[config.mk]
export PLATFORM = sky130hd
export DESIGN_NAME = touch_gesture_page_navigator_core_flat
export DESIGN_NICKNAME = d
export VERILOG_FILES = /design/src/rtl/core/tgpn_pkg.sv /design/src/rtl/core/tgpn_poll_if.sv /design/src/rtl/core/tgpn_res_if.sv /design/src/rtl/core/tgpn_classify.sv /design/src/rtl/core/touch_gesture_page_navigator_core.sv /design/src/flat_wrapper.sv
export SDC_FILE = /design/constraint.sdc
export NUM_CORES = 1
export LEC_CHECK = 0
export CORE_MARGIN = 4
export CORE_UTILIZATION = 50
export DETAILED_ROUTE_END_ITERATION = 10
export DONT_BUFFER_PORTS = 1
export PLACE_DENSITY = 0.72
export SLEW_MARGIN = 10
export SYNTH_ARGS = -nofsm -noshare
export SYNTH_HDL_FRONTEND = slang
export SYNTH_SLANG_ARGS = --single-unit
[constraint.sdc]
create_clock -name clk_i -period 11.78 [get_ports clk_i]
set_input_delay 0.589 -clock clk_i [delete_from_list [all_inputs] [get_ports clk_i]]
set_output_delay 0.589 -clock clk_i [all_outputs]
set_load 0.05 [all_outputs]
[src/rtl/core/tgpn_pkg.sv]
package tgpn_pkg;

  // Panel geometry and page ring
  localparam int unsigned PAGE_TOTAL    = 7;
  localparam int unsigned SCREEN_WIDTH  = 240;
  localparam int unsigned SCREEN_HEIGHT = 320;
  localparam int unsigned RADIO_PAGE    = 2;
  localparam int unsigned BUS_PAGE      = 6;

  // Field widths
  localparam int unsigned RAW_W      = 12;
  localparam int unsigned COORD_W    = 9;
  localparam int unsigned PAGE_W     = 3;
  localparam int unsigned TIME_W     = 32;
  localparam int unsigned TMO_W      = 16;
  localparam int unsigned EVENT_W    = 3;
  localparam int unsigned CFG_IDX_W  = 3;
  localparam int unsigned CFG_DATA_W = 16;

  // Register reset values
  localparam logic               RST_TOUCH_EN    = 1'b1;
  localparam logic [TMO_W-1:0]   RST_TIMEOUT     = 16'd140;
  localparam logic [COORD_W-1:0] RST_SWIPE_X_MIN = 9'd45;
  localparam logic [COORD_W-1:0] RST_SWIPE_Y_MIN = 9'd70;
  localparam logic [COORD_W-1:0] RST_TOP_BAND    = 9'd58;
  localparam logic [COORD_W-1:0] RST_LEFT_EDGE   = 9'd80;
  localparam logic [COORD_W-1:0] RST_RIGHT_EDGE  = 9'd160;

  typedef enum logic [EVENT_W-1:0] {
    EV_NONE    = 3'd0,
    EV_PRESS   = 3'd1,
    EV_BACK    = 3'd2,
    EV_FORWARD = 3'd3,
    EV_REDRAW  = 3'd4,
    EV_RADIO   = 3'd5,
    EV_BUS     = 3'd6
  } event_e;

  typedef enum logic [CFG_IDX_W-1:0] {
    CFG_TOUCH_EN    = 3'd0,
    CFG_TIMEOUT     = 3'd1,
    CFG_SWIPE_X_MIN = 3'd2,
    CFG_SWIPE_Y_MIN = 3'd3,
    CFG_TOP_BAND    = 3'd4,
    CFG_LEFT_EDGE   = 3'd5,
    CFG_RIGHT_EDGE  = 3'd6
  } cfg_idx_e;

  typedef struct packed {
    logic               touch_enable;
    logic [TMO_W-1:0]   release_timeout_ms;
    logic [COORD_W-1:0] swipe_x_min;
    logic [COORD_W-1:0] swipe_y_min;
    logic [COORD_W-1:0] top_band_height;
    logic [COORD_W-1:0] left_edge;
    logic [COORD_W-1:0] right_edge;
  } cfg_t;

  typedef struct packed {
    logic [COORD_W-1:0] start_x;
    logic [COORD_W-1:0] start_y;
    logic [COORD_W-1:0] last_x;
    logic [COORD_W-1:0] last_y;
  } press_t;

endpackage

[src/rtl/core/tgpn_poll_if.sv]
interface tgpn_poll_if;
  logic        valid;
  logic        ready;
  logic        contact;
  logic [11:0] raw_x;
  logic [11:0] raw_y;
  logic [31:0] time_ms;

  modport source (output valid, contact, raw_x, raw_y, time_ms, input ready);
  modport sink   (input valid, contact, raw_x, raw_y, time_ms, output ready);
endinterface

[src/rtl/core/tgpn_res_if.sv]
interface tgpn_res_if;
  logic        valid;
  logic        ready;
  logic [2:0]  event_res;
  logic [2:0]  page;
  logic        haptic;
  logic [31:0] press_count;

  modport source (output valid, event_res, page, haptic, press_count, input ready);
  modport sink   (input valid, event_res, page, haptic, press_count, output ready);
endinterface

[src/rtl/core/tgpn_classify.sv]
module tgpn_classify (
  input  tgpn_pkg::press_t                press_i,
  input  tgpn_pkg::cfg_t                  cfg_i,
  input  logic [tgpn_pkg::PAGE_W-1:0]     page_i,
  output tgpn_pkg::event_e                event_o,
  output logic [tgpn_pkg::PAGE_W-1:0]     page_o
);
  import tgpn_pkg::*;

  logic [COORD_W-1:0] ax;
  logic [COORD_W-1:0] ay;
  logic               moved_left;
  logic [PAGE_W-1:0]  page_fwd;
  logic [PAGE_W-1:0]  page_back;

  // page index never leaves the ring, so no reduction is needed before stepping
  assign page_fwd  = (page_i == PAGE_W'(PAGE_TOTAL - 1)) ? '0 : page_i + PAGE_W'(1);
  assign page_back = (page_i == '0) ? PAGE_W'(PAGE_TOTAL - 1) : page_i - PAGE_W'(1);

  assign moved_left = press_i.last_x < press_i.start_x;
  assign ax = moved_left ? press_i.start_x - press_i.last_x
                         : press_i.last_x - press_i.start_x;
  assign ay = (press_i.last_y >= press_i.start_y) ? press_i.last_y - press_i.start_y
                                                  : press_i.start_y - press_i.last_y;

  always_comb begin
    event_o = EV_REDRAW;
    page_o  = page_i;
    priority if ((ax >= cfg_i.swipe_x_min) && (ax > ay)) begin
      // swipe to the left turns the page forward
      event_o = moved_left ? EV_FORWARD : EV_BACK;
      page_o  = moved_left ? page_fwd : page_back;
    end else if ((ay >= cfg_i.swipe_y_min) && (ay > ax)) begin
      event_o = EV_REDRAW;
    end else if (press_i.last_y < cfg_i.top_band_height) begin
      priority if (press_i.last_x < cfg_i.left_edge) begin
        event_o = EV_BACK;
        page_o  = page_back;
      end else if (press_i.last_x > cfg_i.right_edge) begin
        event_o = EV_FORWARD;
        page_o  = page_fwd;
      end else begin
        event_o = EV_REDRAW;
      end
    end else if (page_i == PAGE_W'(RADIO_PAGE)) begin
      event_o = EV_RADIO;
    end else if (page_i == PAGE_W'(BUS_PAGE)) begin
      event_o = EV_BUS;
    end else begin
      event_o = EV_REDRAW;
    end
  end

endmodule

[src/rtl/core/touch_gesture_page_navigator_core.sv]
// Touch gesture page navigator.
// Pipeline: a poll is held in the input register; its result then loads into the result
// register, from which it transfers when the receiver is ready. Throughput: one poll per cycle
// while the receiver keeps up; the press state updates in one pass of compare logic.
// Reset (async, active low) clears the press tracker, page, counter and both pipeline stages,
// and loads the configuration registers with their default thresholds.
module touch_gesture_page_navigator_core (
  input  logic                            clk_i,
  input  logic                            rst_ni,
  input  logic                            cfg_we_i,
  input  logic [tgpn_pkg::CFG_IDX_W-1:0]  cfg_idx_i,
  input  logic [tgpn_pkg::CFG_DATA_W-1:0] cfg_wdata_i,
  tgpn_poll_if.sink                       poll_i,
  tgpn_res_if.source                      res_o
);
  import tgpn_pkg::*;

  cfg_t cfg_q, cfg_d;

  // input register
  logic               s1_valid_q;
  logic               s1_contact_q;
  logic [RAW_W-1:0]   s1_x_q;
  logic [RAW_W-1:0]   s1_y_q;
  logic [TIME_W-1:0]  s1_time_q;
  logic               s1_adv;
  logic               in_xfer;
  logic               s2_fire;

  // press state
  logic               tracking_q, tracking_d;
  press_t             press_q, press_d;
  logic [TIME_W-1:0]  last_time_q, last_time_d;
  logic [PAGE_W-1:0]  page_q, page_d;
  logic [TIME_W-1:0]  count_q, count_d;

  // result register
  logic               res_valid_q, res_valid_d;
  event_e             res_event_q;
  logic [PAGE_W-1:0]  res_page_q;
  logic               res_haptic_q;
  logic [TIME_W-1:0]  res_count_q;

  logic               accepted;
  logic [TIME_W-1:0]  elapsed;
  logic               timed_out;
  event_e             ev;
  event_e             cls_event;
  logic [PAGE_W-1:0]  cls_page;

  // ---------------- configuration ----------------
  always_comb begin
    cfg_d = cfg_q;
    if (cfg_we_i) begin
      unique case (cfg_idx_e'(cfg_idx_i))
        CFG_TOUCH_EN:    cfg_d.touch_enable       = cfg_wdata_i[0];
        CFG_TIMEOUT:     cfg_d.release_timeout_ms = cfg_wdata_i[TMO_W-1:0];
        CFG_SWIPE_X_MIN: cfg_d.swipe_x_min        = cfg_wdata_i[COORD_W-1:0];
        CFG_SWIPE_Y_MIN: cfg_d.swipe_y_min        = cfg_wdata_i[COORD_W-1:0];
        CFG_TOP_BAND:    cfg_d.top_band_height    = cfg_wdata_i[COORD_W-1:0];
        CFG_LEFT_EDGE:   cfg_d.left_edge          = cfg_wdata_i[COORD_W-1:0];
        CFG_RIGHT_EDGE:  cfg_d.right_edge         = cfg_wdata_i[COORD_W-1:0];
        default:         cfg_d = cfg_q;
      endcase
    end
  end

  always_ff @(posedge clk_i or negedge rst_ni) begin
    if (!rst_ni) begin
      cfg_q.touch_enable       <= RST_TOUCH_EN;
      cfg_q.release_timeout_ms <= RST_TIMEOUT;
      cfg_q.swipe_x_min        <= RST_SWIPE_X_MIN;
      cfg_q.swipe_y_min        <= RST_SWIPE_Y_MIN;
      cfg_q.top_band_height    <= RST_TOP_BAND;
      cfg_q.left_edge          <= RST_LEFT_EDGE;
      cfg_q.right_edge         <= RST_RIGHT_EDGE;
    end else begin
      cfg_q <= cfg_d;
    end
  end

  // ---------------- handshake ----------------
  assign s1_adv       = !res_valid_q || res_o.ready;
  assign poll_i.ready = !s1_valid_q || s1_adv;
  assign in_xfer      = poll_i.valid && poll_i.ready;
  assign s2_fire      = s1_valid_q && s1_adv;

  always_ff @(posedge clk_i or negedge rst_ni) begin
    if (!rst_ni) begin
      s1_valid_q <= 1'b0;
    end else if (poll_i.ready) begin
      s1_valid_q <= poll_i.valid;
    end
  end

  always_ff @(posedge clk_i) begin
    if (in_xfer) begin
      s1_contact_q <= poll_i.contact;
      s1_x_q       <= poll_i.raw_x;
      s1_y_q       <= poll_i.raw_y;
      s1_time_q    <= poll_i.time_ms;
    end
  end

  // ---------------- press tracking ----------------
  assign accepted = s1_contact_q && cfg_q.touch_enable &&
                    (s1_x_q < RAW_W'(SCREEN_WIDTH)) && (s1_y_q < RAW_W'(SCREEN_HEIGHT));
  assign elapsed   = s1_time_q - last_time_q;
  assign timed_out = elapsed >= TIME_W'(cfg_q.release_timeout_ms);

  tgpn_classify u_classify (
    .press_i (press_q),
    .cfg_i   (cfg_q),
    .page_i  (page_q),
    .event_o (cls_event),
    .page_o  (cls_page)
  );

  always_comb begin
    tracking_d  = tracking_q;
    press_d     = press_q;
    last_time_d = last_time_q;
    page_d      = page_q;
    count_d     = count_q;
    ev          = EV_NONE;
    if (accepted) begin
      count_d        = count_q + TIME_W'(1);
      last_time_d    = s1_time_q;
      press_d.last_x = s1_x_q[COORD_W-1:0];
      press_d.last_y = s1_y_q[COORD_W-1:0];
      if (!tracking_q) begin
        press_d.start_x = s1_x_q[COORD_W-1:0];
        press_d.start_y = s1_y_q[COORD_W-1:0];
        tracking_d      = 1'b1;
        ev              = EV_PRESS;
      end
    end else if (tracking_q && timed_out) begin
      tracking_d = 1'b0;
      ev         = cls_event;
      page_d     = cls_page;
    end
  end

  always_ff @(posedge clk_i or negedge rst_ni) begin
    if (!rst_ni) begin
      tracking_q  <= 1'b0;
      press_q     <= '0;
      last_time_q <= '0;
      page_q      <= '0;
      count_q     <= '0;
    end else if (s2_fire) begin
      tracking_q  <= tracking_d;
      press_q     <= press_d;
      last_time_q <= last_time_d;
      page_q      <= page_d;
      count_q     <= count_d;
    end
  end

  // ---------------- result register ----------------
  always_comb begin
    res_valid_d = res_valid_q;
    if (s2_fire) begin
      res_valid_d = 1'b1;
    end else if (res_o.ready) begin
      res_valid_d = 1'b0;
    end
  end

  always_ff @(posedge clk_i or negedge rst_ni) begin
    if (!rst_ni) begin
      res_valid_q <= 1'b0;
    end else begin
      res_valid_q <= res_valid_d;
    end
  end

  always_ff @(posedge clk_i) begin
    if (s2_fire) begin
      res_event_q  <= ev;
      res_page_q   <= page_d;
      res_haptic_q <= (ev != EV_NONE);
      res_count_q  <= count_d;
    end
  end

  assign res_o.valid       = res_valid_q;
  assign res_o.event_res   = res_event_q;
  assign res_o.page        = res_page_q;
  assign res_o.haptic      = res_haptic_q;
  assign res_o.press_count = res_count_q;

  // ---------------- assertions ----------------
  a_haptic_on_event: assert property (@(posedge clk_i) disable iff (!rst_ni)
    res_o.valid |-> (res_o.haptic == (res_o.event_res != EV_NONE)))
    else $error("haptic flag disagrees with event code");

  a_page_in_ring: assert property (@(posedge clk_i) disable iff (!rst_ni)
    res_o.valid |-> (res_o.page <= PAGE_W'(PAGE_TOTAL - 1)))
    else $error("page index outside the ring");

  a_page_moves_on_step: assert property (@(posedge clk_i) disable iff (!rst_ni)
    (page_q != $past(page_q)) |-> $past(s2_fire && (ev == EV_BACK || ev == EV_FORWARD)))
    else $error("page changed without a page step");

  a_press_counts: assert property (@(posedge clk_i) disable iff (!rst_ni)
    (s2_fire && ev == EV_PRESS) |=> (count_q == $past(count_q) + TIME_W'(1)))
    else $error("press start without a counted contact");

endmodule
[src/flat_wrapper.sv]
// flat-port wrapper written by rule: the top's interface ports become plain ports
module touch_gesture_page_navigator_core_flat import tgpn_pkg::*;
  (clk_i, rst_ni, cfg_we_i, cfg_idx_i, cfg_wdata_i, poll_i_valid, poll_i_contact, poll_i_raw_x, poll_i_raw_y, poll_i_time_ms, poll_i_ready, res_o_valid, res_o_event_res, res_o_page, res_o_haptic, res_o_press_count, res_o_ready);
  tgpn_poll_if poll_i_i ();
  tgpn_res_if res_o_i ();
  input  logic clk_i;
  input  logic rst_ni;
  input  logic cfg_we_i;
  input  logic [tgpn_pkg::CFG_IDX_W-1:0] cfg_idx_i;
  input  logic [tgpn_pkg::CFG_DATA_W-1:0] cfg_wdata_i;
  input wire logic [$bits(poll_i_i.valid)-1:0] poll_i_valid;
  input wire logic [$bits(poll_i_i.contact)-1:0] poll_i_contact;
  input wire logic [$bits(poll_i_i.raw_x)-1:0] poll_i_raw_x;
  input wire logic [$bits(poll_i_i.raw_y)-1:0] poll_i_raw_y;
  input wire logic [$bits(poll_i_i.time_ms)-1:0] poll_i_time_ms;
  output wire logic [$bits(poll_i_i.ready)-1:0] poll_i_ready;
  output wire logic [$bits(res_o_i.valid)-1:0] res_o_valid;
  output wire logic [$bits(res_o_i.event_res)-1:0] res_o_event_res;
  output wire logic [$bits(res_o_i.page)-1:0] res_o_page;
  output wire logic [$bits(res_o_i.haptic)-1:0] res_o_haptic;
  output wire logic [$bits(res_o_i.press_count)-1:0] res_o_press_count;
  input wire logic [$bits(res_o_i.ready)-1:0] res_o_ready;
  assign poll_i_i.valid = poll_i_valid;
  assign poll_i_i.contact = poll_i_contact;
  assign poll_i_i.raw_x = poll_i_raw_x;
  assign poll_i_i.raw_y = poll_i_raw_y;
  assign poll_i_i.time_ms = poll_i_time_ms;
  assign poll_i_ready = poll_i_i.ready;
  assign res_o_valid = res_o_i.valid;
  assign res_o_event_res = res_o_i.event_res;
  assign res_o_page = res_o_i.page;
  assign res_o_haptic = res_o_i.haptic;
  assign res_o_press_count = res_o_i.press_count;
  assign res_o_i.ready = res_o_ready;
  touch_gesture_page_navigator_core u_core (.clk_i(clk_i), .rst_ni(rst_ni), .cfg_we_i(cfg_we_i), .cfg_idx_i(cfg_idx_i), .cfg_wdata_i(cfg_wdata_i), .poll_i(poll_i_i), .res_o(res_o_i));
endmodule
==> flow_summary.ini, run 1 <==
[status]
status = complete, no violations

[timing]
worst_slew_pin_slew_ps = 1110
fmax_ghz = 0.172
finalHoldViolations = 0
grt_setup_unrepaired = no
fin_skew_ps = 45.6
report.final.slew_viol_count = 0
fin_tns_setup_ps = 0
setup_viol = 0
timing.slew.headroom_pct = 25.8
min_period_ps = 5820
period_share_pct = 49.4

[yosys]
avgSynthCellArea_um2 = 10.1
synth_seq_area_share_pct = 46.9
netlist_instances = 1494
synth-seq-cells = 264
synth_top_family_by_area = compound AO/OA/AOI/OAI gates
yosys_most_used_dff = dfrtp_1
synthMuxAreaShare_pct = 4.66
synthSimpleGateAreaFrac_pct = 12.3
syn-cell-area_um2 = 15100
synth_compound_area_share_pct = 13.6
ys_types = 78
synth_top_area_share_pct = 24.6
synth_top_area_cell = dfrtp_1
ys_warn_count = 0
synth_xor_area_share_pct = 5.49
synth_edf_count = 96
ys_top_cells_by_area = dfrtp_1 (25%), edfxtp_1 (19%), ha_1 (11%)
syn_nets = 1717
async_reset_ff_share_pct = 63.6
synthAdderAreaFrac_pct = 12.0

[routing]
vias = 10579
drt_iter0_drc = 623
drc = 0
wire_per_inst_um = 17.0
viasPerCell = 5.55
drt_pass1_iterations = 5
routed_wl_um = 32500
ant_nets = 0

[floorplanning]
chipWidth_um = 182
num_rows = 63
core_um2 = 29800
dieArea_um2 = 33100
io_pins = 122
die_y_um = 182
initial_utilization_pct = 50.8

[finish]
fin_area_um2 = 16500
syn_to_final_growth_pct = 9.10
nFillCells = 2565
fin_nets = 1716
drive_above_1_share_pct = 9.37
utilization_pct = 55.5

[worst_setup_path]
critical_path_class = reg2reg
r2r_start = u_core.press_q[10]$_DFFE_PN0P_
reg2regPathDepth = 22
cp.arrival_ps = 6150
cp-end-kind = flip-flop
cp_data_required_time_ps = 12110
cp-startpoint = u_core.press_q[10]$_DFFE_PN0P_
path_max_fanout = 22
startpoint_type = flip-flop

[cts]
cts_root_buf = clkbuf_16
worstSkewPairLatency_ps = 580
cts_tree = yes
clock_path_buffers = 3
cts_num_sinks = 264
cts_resized = 0
htreeDepth = 1
cts_buffers = 28
clk_pin_slew_worst_paths_ps = 60
post-cts-setup-buffer-count = 0

[grt]
grt_start_max_net_pins = 169
grt_pass1_wl_um = 53400
grt_use_total_pct = 19.4
antenna_found_initial = 2
grt_pass1_vias = 10701
grt-ovfl-total = 0

[placed_design]
dp_hpwl_um = 23800
finalWeightedCongestion = 0.889
placed_area_um2 = 15500
port_buffers = 0

[power]
peakVddDrop_mv = 0.120
power.density_nw_per_um2 = 149
p_leak_nw = 7.59

[job]
cap_violations = 0

[hold_path]
holdCritPathClass = in2async
-- state kept, by name, indices dropped and copies added, names as in the netlist --
register / flops
u_core.cfg_q: 62
u_core.press_q: 36
u_core.count_q: 32
u_core.last_time_q: 32
u_core.res_o.press_count: 32
u_core.s1_time_q: 32
u_core.s1_x_q: 12
u_core.s1_y_q: 12
u_core.page_q: 3
u_core.res_o.event_res: 3
u_core.res_o.page: 3
u_core.res_o.haptic: 1
u_core.res_o.valid: 1
u_core.s1_contact_q: 1
u_core.s1_valid_q: 1
u_core.tracking_q: 1
-- final cells by class --
cell class                 count  area, µm²  share of cell area [%]
clock buffer                  39        812                    4.91
inverter                     158        593                    3.59
timing repair buffer           7       72.6                   0.439
antenna                        1       2.50                  0.0151
clock inverter                13        148                   0.893
tap                          390        488                    2.95
sequential                   264       7110                    43.0
multi-input combinational   1034       7300                    44.2
-- kinds of logic (layout without fill, tap and decap cells) --
| kind of cell | count (synthesis) | after routing |
|---|---|---|
| simple gates | 402 | 402 |
| compound gates | 331 | 331 |
| flops | 264 | 264 |
| buf+inv | 196 | 217 |
| fa+ha+maj | 142 | 142 |
| xor+xnor | 95 | 95 |
| mux | 64 | 64 |
| other cells | 0 | 1 |
-- stage by stage --
stage / worst slack (ps) / cells / hold WS [ps] / power (mW)
final: 5960 / 1906 / 62.4 / 2.46
after global routing: 5410 / 1906 / 89.0 / 2.60
after CTS: 5980 / 1905 / 81.9 / 2.49
after detailed placement: 6010 / 1852 / 307 / 1.57
after global placement: 6210 / 1852 / 307 / 1.55
after floorplan: 6870 / 1494 / 293 / 1.46
-- cell usage in the layout, fill, tap and decap left out, types with 42 or more instances in the layout --
cell,count
a21oi_1,69
dfrtp_1,149
edfxtp_1,96
ha_1,137
inv_1,157
mux2_2,42
nand2_1,173
nor2_1,77
o21ai_0,133
xnor2_1,52
xor2_1,43
-- worst paths after layout --
check                           slack, ps                        endpoint
worst min register to register        440   u_core.press_q[0]$_DFFE_PN0P_
worst max-delay path                 5960  u_core.res_o.page[2]$_DFFE_PP_
max in group asynchronous           11080  u_core.res_o.valid$_DFFE_PN0P_
min in group clk_i                    110   u_core.s1_contact_q$_DFFE_PP_
worst min-delay path                   60    u_core.cfg_q[20]$_DFFE_PN0P_
worst max register to register       5960  u_core.res_o.page[2]$_DFFE_PP_
-- cell usage after synthesis (all sizes together) (3+ instances only) --
library cell / instances
nand4: 16
o2111ai: 4
nand2: 175
a221o: 3
mux2i: 21
ha: 137
edfxtp: 96
a22o: 3
o21bai: 5
xor2: 43
o21a: 11
a211oi: 11
inv: 157
a21o: 30
nor3: 17
o31ai: 7
nand2b: 15
and3: 14
nand3: 40
xnor2: 52
nand4b: 3
nor2b: 17
o21ai: 133
o22ai: 7
or4: 3
nor2: 78
mux2: 42
a221oi: 3
or2: 4
o211ai: 7
and2: 6
nor3b: 3
a211o: 5
clkbuf: 22
dfrtp: 149
a21oi: 72
fa: 5
buf: 15
dfstp: 19
a31oi: 6
nand3b: 4
-- repair_timing --
| item | CTS | global route |
|---|---|---|
| hold endpoints to repair | 168 | 0 |
| setup endpoints to repair | 0 | 0 |
| hold buffers | 1 | 0 |
-- layer usage --
layer	vias up	global-route usage, %	part of all wire (%)
met2	258	33.3	48
met5	-	0	0
met4	0	8.38	4.6
met3	85	3.03	4.3
li1	5196	-	-
met1	5040	24.4	43
-- power by group --
part	leakage [nW]	total, mW	internal, mW	switching (mW)
Combinational	4.34	0.465	0.191	0.274
Sequential	2.80	1.10	1.04	0.0633
Clock	0.457	0.894	0.526	0.367
-- critical path, cell delays in order, from the launching register on --
cell and delay [ps]:
dfrtp_1 470, inv_1 130, ha_1 330, nor2b_1 160
o2111ai_1 230, a21oi_1 130, o22ai_2 860, mux2_2 330
nand2_1 50, a221o_1 320, a21oi_1 170, o21ai_0 130
a31oi_1 300, xor2_1 120, ha_1 310, nand4_1 100
inv_1 70, nand3_1 100, or2_2 300, o22ai_1 250
nand2b_1 280, nand3_1 180, a21o_1 220
Power figures use the tool's default switching activity.
==> run 2: changes to the inputs <==
Settings changed: PLACE_DENSITY 0.72 to 0.75.
Clock period 11.78 ns to 4.7 ns, I/O delays scaled along.
==> flow_summary.ini, run 2 (same netlist as run 1, synthesis figures left out) <==
[status]
status = complete, but fails checks
violations = setup timing

[hold_path]
holdCritPathClass = in2reg
whs_path_depth = 4

[job]
cap_violations = 0

[floorplanning]
num_rows = 63
initial_utilization_pct = 50.8
dieArea_um2 = 33100
core_um2 = 29800
io_pins = 122
chipWidth_um = 182
die_y_um = 182

[placed_design]
dp_hpwl_um = 24600
finalWeightedCongestion = 0.904
port_buffers = 0

[cts]
cts_buffers = 28
cts_tree = yes
clock_path_buffers = 3
clk_pin_slew_worst_paths_ps = 60
cts_num_sinks = 264
htreeDepth = 1
cts_root_buf = clkbuf_16
worstSkewPairLatency_ps = 550

[timing]
period_share_pct = 100
min_period_ps = 4710
report.final.slew_viol_count = 0
finalHoldViolations = 0
grt_setup_unrepaired = yes
timing.slew.headroom_pct = 41.0
fin_tns_setup_ps = -31.9
fmax_ghz = 0.212
setup_viol = 3
worst_slew_pin_slew_ps = 885
fin_skew_ps = 18.2
worst_slack_ps = -11.4
hold_slack_ps = 65.1

[worst_setup_path]
cp-startpoint = u_core.press_q[6]$_DFFE_PN0P_
path_max_fanout = 6
reg2regPathDepth = 24
cp.arrival_ps = 5000
r2r_end = u_core.res_o.page[1]$_DFFE_PP_
startpoint_type = flip-flop
rrSetupSlack_ps = -10
critical_path_class = reg2reg
cp-end-kind = flip-flop
endpoint = u_core.res_o.page[1]$_DFFE_PP_
cp_data_required_time_ps = 4990
r2r_start = u_core.press_q[6]$_DFFE_PN0P_

[finish]
drive_above_1_share_pct = 13.9
nFillCells = 2407
fin_nets = 1854
antenna_cells = 0
layout_commonest_cell = nand2_1
most-common-layout-cells = nand2_1 (172), inv_1 (155), dfrtp_1 (149), ha_1 (134), o21ai_0 (128)
syn_to_final_growth_pct = 18.4
max_flop_register = u_core.cfg_q
multi_input_area_um2 = 7480
seqCellArea_um2 = 7110
reg.largest.list = u_core.cfg_q: 62 flops, u_core.press_q: 36 flops
largest_register_ffs = 62

[grt]
grt_use_total_pct = 20.5
grt_start_max_net_pins = 169
grt-ovfl-total = 0
grt_pass1_vias = 11332
antenna_found_initial = 0
grt_pass1_wl_um = 56800

[routing]
viasPerCell = 5.51
vias = 11254
ant_nets = 0
drt_iter0_drc = 805
drc = 0
wire_per_inst_um = 17.0
routed_wl_um = 34700
drt_pass1_iterations = 5

[power]
peakVddDrop_mv = 0.296
p_leak_nw = 8.22
power.density_nw_per_um2 = 357
[run 2: cell count changes in the layout (fill, tap and decap cells not counted), sizes merged]
cell	change
inv	+1
clkbuf	+5
clkinv	-2
bufinv	-1
diode	-1
buf	+60
clkinvlp	-3
dlygate4sd3	+78
[run 2: worst min path at each step]
stage                             from                              to  slack, ps
after floorplan                 rst_ni     u_core.cfg_q[0]$_DFFE_PN0P_        -60
after global placement          rst_ni  u_core.count_q[25]$_DFFE_PN0P_        -60
after detailed placement        rst_ni  u_core.count_q[25]$_DFFE_PN0P_        -60
after CTS                 cfg_idx_i[0]    u_core.cfg_q[22]$_DFFE_PN1P_         40
after global routing      cfg_idx_i[0]    u_core.cfg_q[23]$_DFFE_PN1P_         80
final                     cfg_idx_i[0]    u_core.cfg_q[22]$_DFFE_PN1P_         70
[run 2: timing repair]
action                                  4_1_cts  5_1_grt
setup buffers                                 6        8
pin swaps                                    15       13
endpoints found under the setup margin       10       11
hold buffers                                 79        0
hold endpoints to repair                    289        0
gates resized for setup                       7       33
[run 2: routing by layer]
layer | up-vias | global-route usage [%] | part of all wire, %
li1 | 5482 | - | -
met1 | 5478 | 26.4 | 43
met2 | 224 | 36.7 | 50
met3 | 70 | 2.45 | 3.5
met4 | 0 | 5.79 | 2.9
met5 | - | 0 | 0
[run 2: layout make-up]
type,count,share of cell area [%]
multi-input combinational,1034,41.7
tap,390,2.72
clock buffer,44,4.81
inverter,158,3.31
sequential,264,39.6
timing repair buffer,145,7.36
clock inverter,8,0.446
[run 2: stage by stage]
stage,std cells,total power [mW],setup WS (ps),utilization [%],area [µm²]
floorplan,1494,3.68,25.4,-,15200
global placement,1898,3.95,46.7,53.4,15900
detailed placement,1898,4.01,-132,53.4,15900
CTS,2035,6.35,5.93,59.5,17700
global route,2043,6.74,-253,60.2,17900
finish,2043,6.41,-11.4,60.2,17900
[run 2: critical path: stages, from the launching register on]
cell	delay, ps
dfrtp_1	410
inv_1	80
ha_2	310
a21oi_2	170
o21ai_0	90
o22ai_1	190
o31a_1	220
buf_4	170
mux2i_2	220
o21ai_0	100
nand2_1	90
nand4_1	100
a31oi_1	200
o21ai_1	100
xnor2_1	140
buf_4	150
ha_1	310
nand4_1	160
nor2_1	90
a211oi_2	230
o41ai_4	140
o22ai_2	260
nand2b_4	210
nand3_4	100
a21o_1	190
[run 2: report_power, final]
group | switching (mW) | internal, mW | total, mW
clock | 0.895 | 1.31 | 2.21
sequential | 0.161 | 2.61 | 2.77
combinational | 0.792 | 0.640 | 1.43
total | 1.85 | 4.56 | 6.41
